==> src/sv/trilateration_2d_three_anchor_unit_defines.svh <==
// ----------------------------------------------------------------------------
// trilateration assertion macros
// shared concurrent assertion forms, clocked on clk_i, off during reset
// ----------------------------------------------------------------------------
`ifndef TRILATERATION_2D_THREE_ANCHOR_UNIT_DEFINES_SVH
`define TRILATERATION_2D_THREE_ANCHOR_UNIT_DEFINES_SVH

// property checked at every edge outside reset
`define TRI_ASSERT(lbl, prop, msg) \
  lbl: assert property (@(posedge clk_i) disable iff (!rst_ni) prop) else $error(msg);

// combinational invariant, checked at every edge outside reset
`define TRI_ASSERT_ALWAYS(lbl, expr, msg) \
  `TRI_ASSERT(lbl, (1'b1 |-> (expr)), msg)

`endif

==> src/sv/tri2d_pkg.sv <==
// ----------------------------------------------------------------------------
// tri2d_pkg
// status codes and register indexes of the trilateration unit
// ----------------------------------------------------------------------------
package tri2d_pkg;

  typedef enum logic [1:0] {
    ST_OK       = 2'd0,
    ST_SINGULAR = 2'd1,
    ST_SAT      = 2'd2
  } status_e;

  typedef enum logic [2:0] {
    REG_A1X = 3'd0,
    REG_A1Y = 3'd1,
    REG_A2X = 3'd2,
    REG_A2Y = 3'd3,
    REG_A3X = 3'd4,
    REG_A3Y = 3'd5
  } reg_idx_e;

  localparam int unsigned CFG_ADDR_BITS = 3;

endpackage

==> src/sv/tri2d_div.sv <==
// ----------------------------------------------------------------------------
// tri2d_div
// pipelined restoring divider, one quotient bit per stage, with overflow flag
// ----------------------------------------------------------------------------
module tri2d_div import tri2d_pkg::*; #(
  parameter int unsigned MW = 64,
  parameter int unsigned DW = 40,
  parameter int unsigned QB = 17
) (
  input  logic          clk_i,
  input  logic          en_i,
  input  logic [MW-1:0] m_i,
  input  logic [DW-1:0] d_i,
  output logic [QB-1:0] q_o,
  output logic          over_o
);

  localparam int unsigned TW = MW + QB;

  logic [MW-1:0] rem_q [QB];
  logic [DW-1:0] den_q [QB];
  logic [QB-1:0] quo_q [QB];
  logic          ovr_q [QB];

  for (genvar j = 0; j < QB; j++) begin : g_stage
    localparam int unsigned K = QB - 1 - j;
    logic [MW-1:0] rin;
    logic [DW-1:0] din;
    logic [QB-1:0] qin;
    logic          oin;
    logic [TW-1:0] shifted;
    logic          take;

    if (j == 0) begin : g_first
      assign rin = m_i;
      assign din = d_i;
      assign qin = '0;
      // quotient would not fit in QB bits
      assign oin = TW'(m_i) >= (TW'(d_i) << QB);
    end else begin : g_next
      assign rin = rem_q[j-1];
      assign din = den_q[j-1];
      assign qin = quo_q[j-1];
      assign oin = ovr_q[j-1];
    end

    assign shifted = TW'(din) << K;
    assign take    = TW'(rin) >= shifted;

    always_ff @(posedge clk_i) begin
      if (en_i) begin
        rem_q[j] <= take ? MW'(TW'(rin) - shifted) : rin;
        den_q[j] <= din;
        quo_q[j] <= qin | (QB'(take) << K);
        ovr_q[j] <= oin;
      end
    end
  end

  assign q_o    = quo_q[QB-1];
  assign over_o = ovr_q[QB-1];

endmodule

==> config.mk <==
export PLATFORM = sky130hd
export DESIGN_NAME = tri2d_div
export DESIGN_NICKNAME = d
export VERILOG_FILES = /design/src/sv/trilateration_2d_three_anchor_unit_defines.svh /design/src/sv/tri2d_pkg.sv /design/src/sv/tri2d_div.sv
export SDC_FILE = /design/constraint.sdc
export NUM_CORES = 2
export LEC_CHECK = 0
export CORE_UTILIZATION = 50
export DETAILED_ROUTE_END_ITERATION = 16
export DONT_BUFFER_PORTS = 1
export PLACE_DENSITY = 0.66
export SETUP_SLACK_MARGIN = 0.2
export SYNTH_ARGS = -nofsm -noshare
export SYNTH_HDL_FRONTEND = slang
export SYNTH_SLANG_ARGS = --single-unit
==> constraint.sdc <==
create_clock -name clk_i -period 11.55 [get_ports clk_i]
set_clock_uncertainty 0.2 [all_clocks]
set_input_delay 0.5775 -clock clk_i [delete_from_list [all_inputs] [get_ports clk_i]]
set_output_delay 0.5775 -clock clk_i [all_outputs]
set_load 0.01 [all_outputs]
==> results.yml <==
min_path:
  min_to: "rem_q[0][960]"
  hold_depth: 1
  holdCritStartpoint: "en_i"
  min_path_type: "in -> reg"
critical_path:
  end_kind: "flop"
  cp.required_ps: 11950
  path_max_fanout: 3
  r2r_setup_slack_ps: 6200
  r2r_end: "rem_q[0][249]"
  path_class: "reg -> reg"
  start_kind: "flop"
  arrival_ps: 5740
  reg2reg_from: "rem_q[0][141]"
  reg2reg_depth: 14
global_route:
  grt_overflow_total: 0
  antenna_found_initial: 2
  grt_max_degree: 292
  grt.total_usage_pct: 24.66
  grt_pass1_vias: 79580
  grt_pass1_wl_um: 422500
floorplan:
  pin_count: 124
  rows: 170
  die_w_um: 467.0
  start_util_pct: 50.33
  core_area_sq_um: 214800
  die-area_sq_um: 218100
  die_h_um: 467.0
timing:
  max_freq_mhz: 187.0
  hold_viol: 0
  final.setup.tns_ps: 0
  slew_headroom_pct: -9.165
  layout_min_cycle_time_ps: 5347
  rsz0062_at_grt: "false"
  setup-violations-final: 0
  setup_slack_ps: 6203
  slew_viol_final: 172
  post-route-period-util_pct: 46.30
  worstMarginPinSlew_ps: 1637
finish:
  layout.nets: 11170
  final_layout_size_suffix_gt1_share_pct: 5.736
  syn2layout_area_growth_pct: 10.03
clock_network:
  cts_setup_buffers: 0
  cts_buffer_depth: 3
  clk_pin_slew_ps: 60
  cts_hold_buf: 110
  clock_latency_ps: 890
  cts_sinks: 1834
  cts-resized-gates: 0
  tritoncts.num_buffers: 204
  h-tree-depth: 4
  cts_root_buf: "clkbuf_16"
  cts_tree: "yes"
power_and_ir_drop:
  p_total_mw: 29.58
  p_int_mw: 18.32
  p_clk_share_pct: 21.4
  ir_drop_mv: 0.1522
  p_leak_nw: 46.70
  seqPwrFrac_pct: 35.6
  power_frac_comb_pct: 43.0
  switching_share_pct: 38.06
  power_switching_mw: 11.26
  p_per_area_nw_per_um2: 248.6
synthesis:
  synth_fp_nets: 11140
  syn_inst: 10300
  synth-edff-count: 1834
  seq_area_frac_synth_pct: 50.93
  ys_warn_count: 0
  syn_area_per_cell_sq_um: 10.50
  synth_cell_type_count: 89
  netlist_area_sq_um: 108100
  synthArstFlopShare_pct: 0
  synth-seq-cells: 1834
  ys.flop_type: "edfxtp_1"
status:
  violations: "max-slew violations"
  outcome: "complete, but fails checks"
drt:
  drc: 0
  vias: 77090
  vias_per_cell: 5.780
  drtIter0Drc: 4434
  routed_wl_um: 273200
  ant_nets: 0
  dr.pass1.iters: 6
  wire_per_inst_um: 20.48
flow_run:
  drv_cap: 0
placed_design:
  numPortBuffers: 0
  place.gp.congestion: 0.9603
  dp_slack_ps: 6229
  hpwl_um: 211400
per-stage QoR:
stage	hold WS [ps]	instances	cell area (sq um)	utilization, %
2_1_floorplan	200.3	10300	108100	-
4_1_cts	2.377	13330	118900	55.36
5_1_grt	24.12	13340	119000	55.38
3_3_place_gp	200.2	12850	111100	51.74
6_report	50.64	13340	119000	55.38
3_5_place_dp	204.5	12850	111200	51.74
state kept, by name, indices dropped and copies added (netlist names):
signal and cells:
den_q 640, rem_q 1024, ovr_q 17, quo_q 153
cell families (layout without fill, tap and decap cells):
logic type | after synthesis | in the layout | synth area share (%)
compound gates | 2810 | 2810 | 15.87
simple gates | 2737 | 2737 | 12.25
flops | 1834 | 1834 | 50.93
buf+inv | 1227 | 1427 | 4.297
xor+xnor | 820 | 820 | 6.642
fa+ha+maj | 736 | 736 | 8.627
mux | 132 | 132 | 1.387
other cells | 0 | 3 | 0
power by group through the flow:
stage	Clock, mW	Combinational (mW)	Sequential, mW
global placement	0	12.3	10.6
CTS	6.50	12.6	10.5
finish	6.34	12.7	10.5
global route	6.73	13.9	10.7
detailed placement	0	12.5	10.6
floorplan	0	9.29	10.2
cells in the final DEF (no fill, tap or decap), types with 20 or more instances in the layout:
master and instances:
ha_1 720, nor2_1 717, a31oi_1 84, o31a_1 24, or2_2 45, and2_1 40, clkinv_2 35, o21a_1 79
o21bai_1 101, and3_1 61, edfxtp_1 1834, o211ai_1 47, or4_1 41, mux2_2 123, o31ai_1 53, a21oi_1 998
xnor2_1 466, o21ai_0 676, clkinv_1 47, a21boi_0 27, a2111oi_0 25, clkbuf_16 204, nand3_1 177, nor4_1 118
or3_1 77, nand4_1 205, a211oi_1 82, clkbuf_1 37, dlygate4sd3_1 109, xor2_1 354, nand2_1 782, a21o_1 403
inv_1 869, nor3_1 156, nor2b_1 99, and4_1 20, nand2b_1 114, buf_4 62
worst max-delay path by stage:
stage | start | to | slack, ps | depth (start not counted)
after floorplan | rem_q[0][393] | rem_q[0][505] | 7640 | 15
final | rem_q[0][141] | rem_q[0][249] | 6200 | 14
after global placement | rem_q[0][222] | rem_q[0][318] | 6360 | 13
after global routing | rem_q[0][393] | rem_q[0][505] | 6050 | 15
after detailed placement | rem_q[0][222] | rem_q[0][318] | 6230 | 13
after CTS | rem_q[0][213] | rem_q[0][318] | 6160 | 13
cell usage after synthesis (all sizes together), types with 54 or more instances:
master	instances	share of area, %
edfxtp	1834	51
a21oi	1002	4.6
inv	870	3.0
nand2	782	2.7
ha	720	8.3
nor2	718	2.5
o21ai	687	3.2
xnor2	466	3.8
a21o	403	2.8
xor2	354	2.9
clkbuf	332	1.2
nand4	205	1.2
nand3	177	0.82
nor3	156	0.72
mux2	128	1.4
nor4	122	0.71
nand2b	115	0.67
o21bai	101	0.70
nor2b	99	0.57
a211oi	84	0.58
a31oi	84	0.49
o21a	80	0.56
or3	77	0.45
and3	61	0.35
o31ai	54	0.37
per-layer routing:
metal | vias up | wire length [um] | global-route usage (%)
li1 | 37780 | - | -
met1 | 36270 | 94840 | 23.00
met2 | 2150 | 149400 | 48.84
met3 | 898 | 8056 | 2.640
met4 | 0 | 20880 | 17.98
met5 | - | 0 | 0
critical path, stage by stage (launching register included):
cell       delay [ps]
edfxtp_1          420
inv_1              80
ha_1              170
inv_1              60
fa_1              420
a211o_1           350
a2111oi_0         770
o31ai_1           270
o21ai_1           480
o31ai_1           220
a31oi_1           560
a21oi_1           230
a31o_2            340
or3_1             320
xnor2_1           130
cell type report:
| cell class | instances | area, sq um |
|---|---|---|
| fill | 18250 | 95850 |
| multi-input combinational | 7235 | 48600 |
| clock inverter | 134 | 1423 |
| clock buffer | 241 | 5244 |
| antenna | 3 | 7.507 |
| inverter | 871 | 3269 |
| timing repair buffer | 181 | 1809 |
| sequential | 1834 | 55070 |
| tap | 2838 | 3551 |
No activity file was read; power rests on OpenSTA's default activity.
